--- src/rqi_pkg.sv ---
package rqi_pkg;

  localparam int COORD_WIDTH = 20;
  localparam int NRM_W       = 16;
  localparam int FRAC        = 14;
  localparam int T_W         = 19;
  localparam int SIZE_W      = 19;
  localparam int EPS_W       = 15;
  localparam int CFG_IDX_W   = 3;
  localparam int CFG_DATA_W  = 64;
  localparam int CORNER_W    = 3 * COORD_WIDTH;
  localparam int NVEC_W      = 3 * NRM_W;

  localparam logic [T_W-1:0] DIST_MAX = {T_W{1'b1}};
  localparam logic [SIZE_W-1:0] MIN_DIST_RST = SIZE_W'(41);
  localparam logic [EPS_W-1:0] EPS_RST = EPS_W'(1);

  // setup arithmetic
  localparam int DIFF_W = COORD_WIDTH + 1;
  localparam int PD_W   = 2 * NRM_W;
  localparam int PN_W   = DIFF_W + NRM_W;
  localparam int D_W    = PD_W + 2;
  localparam int NUM_W  = PN_W + 2;
  localparam int DM_W   = D_W;
  localparam int NM_W   = NUM_W;
  localparam int REM_W  = NM_W + FRAC;

  // hit point arithmetic
  localparam int M_W    = NRM_W + T_W + 1;
  localparam int PW_W   = ((COORD_WIDTH + FRAC > M_W) ? COORD_WIDTH + FRAC : M_W) + 1;
  localparam int P_W    = PW_W - FRAC;
  localparam int REL_W  = ((P_W > COORD_WIDTH) ? P_W : COORD_WIDTH) + 1;
  localparam int UP_W   = REL_W + NRM_W;
  localparam int UV_W   = UP_W + 2;
  localparam int SAT_W  = UV_W - FRAC;

  localparam int SETUP_STAGES = 3;
  localparam int HP_STAGES    = 5;
  localparam int LATENCY      = SETUP_STAGES + T_W + HP_STAGES;

  typedef enum logic [CFG_IDX_W-1:0] {
    REG_CORNER = 3'd0,
    REG_PLANE  = 3'd1,
    REG_HORIZ  = 3'd2,
    REG_VERT   = 3'd3,
    REG_WIDTH  = 3'd4,
    REG_HEIGHT = 3'd5,
    REG_MIN    = 3'd6,
    REG_EPS    = 3'd7
  } reg_idx_e;

  typedef struct packed {
    logic [CORNER_W-1:0] corner;
    logic [NVEC_W-1:0]   pn;
    logic [NVEC_W-1:0]   hn;
    logic [NVEC_W-1:0]   vn;
    logic [SIZE_W-1:0]   width;
    logic [SIZE_W-1:0]   height;
    logic [SIZE_W-1:0]   min_dist;
    logic [EPS_W-1:0]    eps;
  } cfg_t;

  typedef struct packed {
    logic [2:0][COORD_WIDTH-1:0] o;
    logic [2:0][NRM_W-1:0]       dir;
  } ray_t;

  typedef struct packed {
    logic            valid;
    logic            ok;
    logic            neg_d;
    logic            sat;
    logic [NM_W-1:0] nm;
    logic [DM_W-1:0] dm;
    ray_t            ray;
  } div_in_t;

  typedef struct packed {
    logic             ok;
    logic             neg_d;
    logic             sat;
    logic [REM_W-1:0] rem;
    logic [T_W-1:0]   quo;
    logic [DM_W-1:0]  dm;
    ray_t             ray;
  } div_st_t;

  typedef struct packed {
    logic           valid;
    logic           ok;
    logic           neg_d;
    logic [T_W-1:0] t;
    ray_t           ray;
  } hp_in_t;

  typedef struct packed {
    logic                   done;
    logic                   hit;
    logic [T_W-1:0]         hit_dist;
    logic [2:0][COORD_WIDTH-1:0] p;
    logic [COORD_WIDTH-1:0] u;
    logic [COORD_WIDTH-1:0] v;
    logic                   front;
  } result_t;

  function automatic logic [COORD_WIDTH-1:0] sat_coord(input logic signed [SAT_W-1:0] x);
    logic signed [SAT_W-1:0] hi;
    logic signed [SAT_W-1:0] lo;
    hi = $signed(SAT_W'((64'sd1 <<< (COORD_WIDTH - 1)) - 64'sd1));
    lo = -hi - SAT_W'(1);
    if (x > hi) begin
      return hi[COORD_WIDTH-1:0];
    end else if (x < lo) begin
      return lo[COORD_WIDTH-1:0];
    end
    return x[COORD_WIDTH-1:0];
  endfunction

endpackage

--- src/rqi_divider.sv ---
module rqi_divider (
  input  logic             clk_i,
  input  logic             rst_ni,
  input  rqi_pkg::div_in_t div_i,
  output rqi_pkg::hp_in_t  hp_o
);

  rqi_pkg::div_st_t st0;
  rqi_pkg::div_st_t st_q  [rqi_pkg::T_W];
  logic             vld_q [rqi_pkg::T_W];

  always_comb begin
    st0.ok    = div_i.ok;
    st0.neg_d = div_i.neg_d;
    st0.sat   = div_i.sat;
    st0.rem   = {div_i.nm, {rqi_pkg::FRAC{1'b0}}};
    st0.quo   = '0;
    st0.dm    = div_i.dm;
    st0.ray   = div_i.ray;
  end

  // one quotient bit per stage, MSB first
  for (genvar j = 0; j < rqi_pkg::T_W; j++) begin : g_stage
    localparam int K = rqi_pkg::T_W - 1 - j;
    rqi_pkg::div_st_t       src, nxt;
    logic                   src_v;
    logic [rqi_pkg::REM_W-1:0] sub;
    logic                   ge;

    if (j == 0) begin : g_first
      assign src   = st0;
      assign src_v = div_i.valid;
    end else begin : g_rest
      assign src   = st_q[j-1];
      assign src_v = vld_q[j-1];
    end

    always_comb begin
      sub = rqi_pkg::REM_W'(src.dm) << K;
      ge  = src.rem >= sub;
      nxt = src;
      if (ge) begin
        nxt.rem = src.rem - sub;
      end
      nxt.quo[K] = ge;
    end

    always_ff @(posedge clk_i or negedge rst_ni) begin
      if (!rst_ni) begin
        vld_q[j] <= 1'b0;
      end else begin
        vld_q[j] <= src_v;
      end
    end

    always_ff @(posedge clk_i) begin
      st_q[j] <= nxt;
    end
  end

  always_comb begin
    hp_o.valid = vld_q[rqi_pkg::T_W-1];
    hp_o.ok    = st_q[rqi_pkg::T_W-1].ok;
    hp_o.neg_d = st_q[rqi_pkg::T_W-1].neg_d;
    hp_o.t     = st_q[rqi_pkg::T_W-1].sat ? rqi_pkg::DIST_MAX : st_q[rqi_pkg::T_W-1].quo;
    hp_o.ray   = st_q[rqi_pkg::T_W-1].ray;
  end

endmodule

--- config.mk ---
export PLATFORM = sky130hd
export DESIGN_NAME = rqi_divider
export DESIGN_NICKNAME = d
export VERILOG_FILES = /design/src/rqi_pkg.sv /design/src/rqi_divider.sv
export SDC_FILE = /design/constraint.sdc
export NUM_CORES = 2
export LEC_CHECK = 0
export BUFFER_PORTS_ARGS = -buffer_cell sky130_fd_sc_hd__buf_2
export CAP_MARGIN = 0
export CORE_ASPECT_RATIO = 1.25
export CORE_MARGIN = 2
export CORE_UTILIZATION = 45
export CTS_CLUSTER_SIZE = 12
export DETAILED_ROUTE_END_ITERATION = 16
export SYNTH_ARGS = -nofsm -noshare
export SYNTH_HDL_FRONTEND = slang
export SYNTH_MEMORY_MAX_BITS = 65536
export SYNTH_SLANG_ARGS = --single-unit
export TNS_END_PERCENT = 30
--- constraint.sdc ---
create_clock -name clk_i -period 6 [get_ports clk_i]
set_clock_uncertainty 0.15 [all_clocks]
set_input_delay 0.6 -clock clk_i [delete_from_list [all_inputs] [get_ports clk_i]]
set_output_delay 0.6 -clock clk_i [all_outputs]
set_load 0.02 [all_outputs]
; ---- Word-level counts from Yosys, hierarchy flattened
; Memory sizes are Yosys's and may differ from the RTL's.
; Index checks and enable logic that the tools add are counted.
[classes]
add_sub_neg = 19
n_mux = 20
n_lt_le_gt_ge = 19
[op_table]
columns = cell, count
row1 = 2-to-1 mux 53 bit, 19
row2 = >= comparator 53 x 34 -> 1 bit, 1
row3 = >= comparator 53 x 35 -> 1 bit, 1
row4 = >= comparator 53 x 36 -> 1 bit, 1
row5 = >= comparator 53 x 37 -> 1 bit, 1
row6 = >= comparator 53 x 38 -> 1 bit, 1
row7 = >= comparator 53 x 39 -> 1 bit, 1
row8 = >= comparator 53 x 40 -> 1 bit, 1
row9 = >= comparator 53 x 41 -> 1 bit, 1
row10 = >= comparator 53 x 42 -> 1 bit, 1
row11 = >= comparator 53 x 43 -> 1 bit, 1
row12 = >= comparator 53 x 44 -> 1 bit, 1
row13 = >= comparator 53 x 45 -> 1 bit, 1
row14 = >= comparator 53 x 46 -> 1 bit, 1
row15 = >= comparator 53 x 47 -> 1 bit, 1
row16 = >= comparator 53 x 48 -> 1 bit, 1
row17 = >= comparator 53 x 49 -> 1 bit, 1
row18 = >= comparator 53 x 50 -> 1 bit, 1
row19 = >= comparator 53 x 51 -> 1 bit, 1
row20 = >= comparator 53 x 52 -> 1 bit, 1
row21 = subtractor 53 x 34 -> 53 bit, 1
row22 = subtractor 53 x 35 -> 53 bit, 1
row23 = subtractor 53 x 36 -> 53 bit, 1
row24 = subtractor 53 x 37 -> 53 bit, 1
row25 = 16 further kinds, 16
[word_totals]
elab_cells = 78
regBits = 19
in_bits = 187
mem_bits_rw = 4123
output_inout_bits = 130
n_memories = 1
[mem_list]
columns = name, depth, width, rd, rd_clocked_by_memory_dff, wr, line_no
row1 = st_q, 19, 217, 19, 0, 19, rqi_divider.sv:9  ; rqi_pkg::div_st_t st_q [rqi_pkg::T_W];

; ---- Logic depth before layout (Yosys ltp)
; An unclocked memory read counts as a cell.
[depth]
ltp_word = 3
ltp_mapped = 15
depth_no_buf = 14

; ---- Worst setup path after synthesis
; Ideal clock, no wire load.
[synth_path]
path_type = register -> register
startpoint = memory st_q[0][178] (netlist bit)
endpoint = memory st_q[1][202] (netlist bit)
setup_slack_ns = 2.299
synth_period_minus_slack_ns = 3.701
stages_incl_launch_ff = 15
required_time_ns = 5.727
arrival_time_ns = 3.428
path_buffers = 1
cell_sequence = dfxtp_1 -> inv_1 -> ha_1 -> inv_1 -> fa_1 -> a211oi_1 -> o21a_1 -> o21ai_1 -> a2111o_1 -> a31oi_1 -> o211ai_1 -> a21o_1 -> a41oi_2 -> clkbuf_1 -> mux2_1
[synth_lines]
columns = item, line_no
row1 = from (decl), rqi_divider.sv:9

==> out/results.txt <==
run status = complete, no violations
largest family of logic cells by synthesized area = compound AO/OA/AOI/OAI gates
Starting Density = 45.2%
PD cells = 553 nW/um^2
Worst EP arrival = 6.29 ns
Syn Inst Count = 11,096
root buf cell = clkbuf_16
cts hold-fix bufs = 186
terminus of the critical flop-to-flop path = st_q[16][183]
HPWL after DPL = 206,000 um
final setup fails = 0
H-tree Lvls = 5
yosys warns = 0
Net Sw Frac = 33.1%
DIE HEIGHT = 585 um
Startpoint Class = flip-flop
total core area = 269,000 um^2
Congestion Overflow GR = 0
TritonCTS Buffers = 374
antenna violations before repair = 8
Min Hold Slack = 0.105 ns
Clk pin slew, worst setup/hold paths = 0.06 ns
Net Switching = 25,500 uW
DR vias = 76,677
Post-CTS Setup Bufs = 0
Max Fclk = 0.175 GHz
mux share of post-synthesis cell area = 1.09%
Max Slew Vio Count = 0
max_slew headroom = 13.7%
antenna-violating nets left = 0
DP Worst Slack = 0.121 ns
Residual DRC = 0
Non-Filler Instances = 15,351
Yosys top cell by area = dfxtp_1
share of layout cells above drive strength 1 = 8.55%
post-synthesis xor/xnor area fraction = 4.90%
HP Class = input pin to asynchronous set/reset pin
Max IR drop VDD = 294 uV
crit end category = flip-flop
sequential power share = 41.1%
r2r startpoint = st_q[15][140]
distinct cell type count after synthesis = 100
post-synthesis sequential area ratio = 61.4%
leakage power = 0.0613 uW
vias in the first global route = 78,749
Slew @ Worst Pin = 1.28 ns
Die X = 469 um
fin nets = 12,505
setup TNS = 0 ns
adder-cell share of the synthesized area = 6.94%
top_reg_cell synth = dfxtp_1
Die Footprint = 274,000 um^2
CTS resizes = 0
critical path class = flip-flop to flip-flop
clock group share of total power = 27.2%
placed standard-cell area = 126,000 um^2
min cycle time layout = 5.71 ns
internal power = 51,400 uW
Req. time, crit path = 6.57 ns
Mapped Area = 121,000 um^2
synth-to-layout area growth = 14.4%
all-layer global routing usage = 19.2%
period utilisation layout = 95.2%
DR WL/cell = 17.5 um
CP max FO = 29
clock sinks = 3,723
Post-synth ARST share = 0.510%
Gate power share = 31.7%
R2R cell count = 12
CTS tree = done
Post-Synth Simple-Gate Area = 8.99%
Post-synth EDFFs = 0
Synth top area share = 61.0%
Max Cap Violations = 0
crit path from = st_q[15][140]
pin count of the biggest net entering global routing = 69
most frequent cell after synthesis = dfxtp_1
routed vias/inst = 4.99
worst-skew pair later-pin latency = 0.86 ns
Avg Synthesized Cell Area = 10.9 um^2
Placed Instances = 14,640
Post-Route WL = 269,000 um
post-synthesis compound-gate area fraction = 12.6%
RSZ-0062 raised after global routing = false
r2r setup slk = 0.29 ns
final worst setup slack = 0.287 ns
IO Port Bufs = 316
Core Rows = 213
IO Pins = 317
final hold vios = 0
initial DRC count = 3,666
Post-synth top cells = dfxtp_1 (3,704), inv_1 (809), a21oi_1 (761)
syn nets = 11,946
design area = 139,000 um^2
first-pass GRT wire length = 418,000 um
ranking of synthesized cells by area = dfxtp_1 (61%), ha_1 (6.6%), a21oi_1 (3.1%)
#FFs+latches synth = 3,723
RePlAce Congestion = 0.974
TritonRoute pass-1 iters = 6
CTS Buffer Depth = 4
how the worst max path moves through the flow:
stage / end
floorplan: st_q[1][202]
global placement: st_q[16][167]
detailed placement: st_q[16][183]
CTS: st_q[16][183]
global route: st_q[16][164]
finish: st_q[16][183]
cell type report:
cell class / count / area, um^2
multi-input combinational: 6184 / 42100
sequential: 3723 / 74600
timing repair buffer: 553 / 3910
antenna: 9 / 22.5
tap: 3547 / 4440
fill: 23715 / 130000
clock inverter: 39 / 564
clock buffer: 477 / 10300
inverter: 819 / 3070
flip-flops by register name, indices dropped and copies added, names as in the netlist:
signal / flops
st_q: 3704
g_stage.src_v: 18
hp_o: 1
power groups by stage:
stage	logic, uW	clock network, uW	registers [uW]
6_report	24300	20900	31600
5_1_grt	27000	22600	32000
4_1_cts	24200	21700	31600
3_5_place_dp	24000	0	32100
3_3_place_gp	23700	0	32100
2_1_floorplan	18500	0	30800
worst max-delay path: stages (launching register included):
cell and delay, ns:
dfxtp_1 0.67, inv_1 0.10, ha_1 0.56, nor4bb_1 0.66
nor4b_1 1.08, nand4_1 0.52, o21a_1 0.37, nand3b_1 0.13
a211oi_2 0.07, buf_6 0.22, nor2_4 0.31, buf_4 0.39
mux2_1 0.37
per-stage QoR:
step / util [%] / power [uW]
finish: 51.7 / 76900
detailed placement: 47.0 / 56100
floorplan: - / 49200
global placement: 46.9 / 55800
global route: 51.7 / 81600
CTS: 51.7 / 77600
layout by cell type, fill, tap and decap left out, types with 71 or more instances in the layout:
| master | n |
|---|---|
| nor3_1 | 126 |
| ha_1 | 645 |
| dlygate4sd3_1 | 186 |
| nand3_1 | 142 |
| nand2b_1 | 80 |
| buf_2 | 316 |
| a21o_1 | 386 |
| clkbuf_16 | 379 |
| xnor2_1 | 400 |
| dfxtp_1 | 3704 |
| nor4_1 | 71 |
| a21oi_1 | 758 |
| xor2_1 | 280 |
| nand4_1 | 134 |
| o21bai_1 | 93 |
| nor2_1 | 590 |
| inv_1 | 809 |
| o21a_1 | 83 |
| o21ai_0 | 444 |
| a31oi_1 | 88 |
| nand2_1 | 714 |
| o21ai_1 | 154 |
cell families after synthesis:
logic type,after synthesis
AOI/OAI and AO/OA,2448
xor gates and xnor gates,680
adders and majority gates,663
buffers and inverters,1189
DFF,3723
muxes,115
and+or+nand+nor,2278
routing by layer:
| layer | vias up | part of all wire (%) | global-route usage [%] |
|---|---|---|---|
| met2 | 1672 | 53 | 37.1 |
| met4 | 2 | 6.9 | 12.1 |
| li1 | 38655 | - | - |
| met3 | 741 | 3.4 | 2.79 |
| met5 | - | 0.0048 | 0 |
| met1 | 35607 | 37 | 18.8 |
Power figures use the tool's default switching activity.
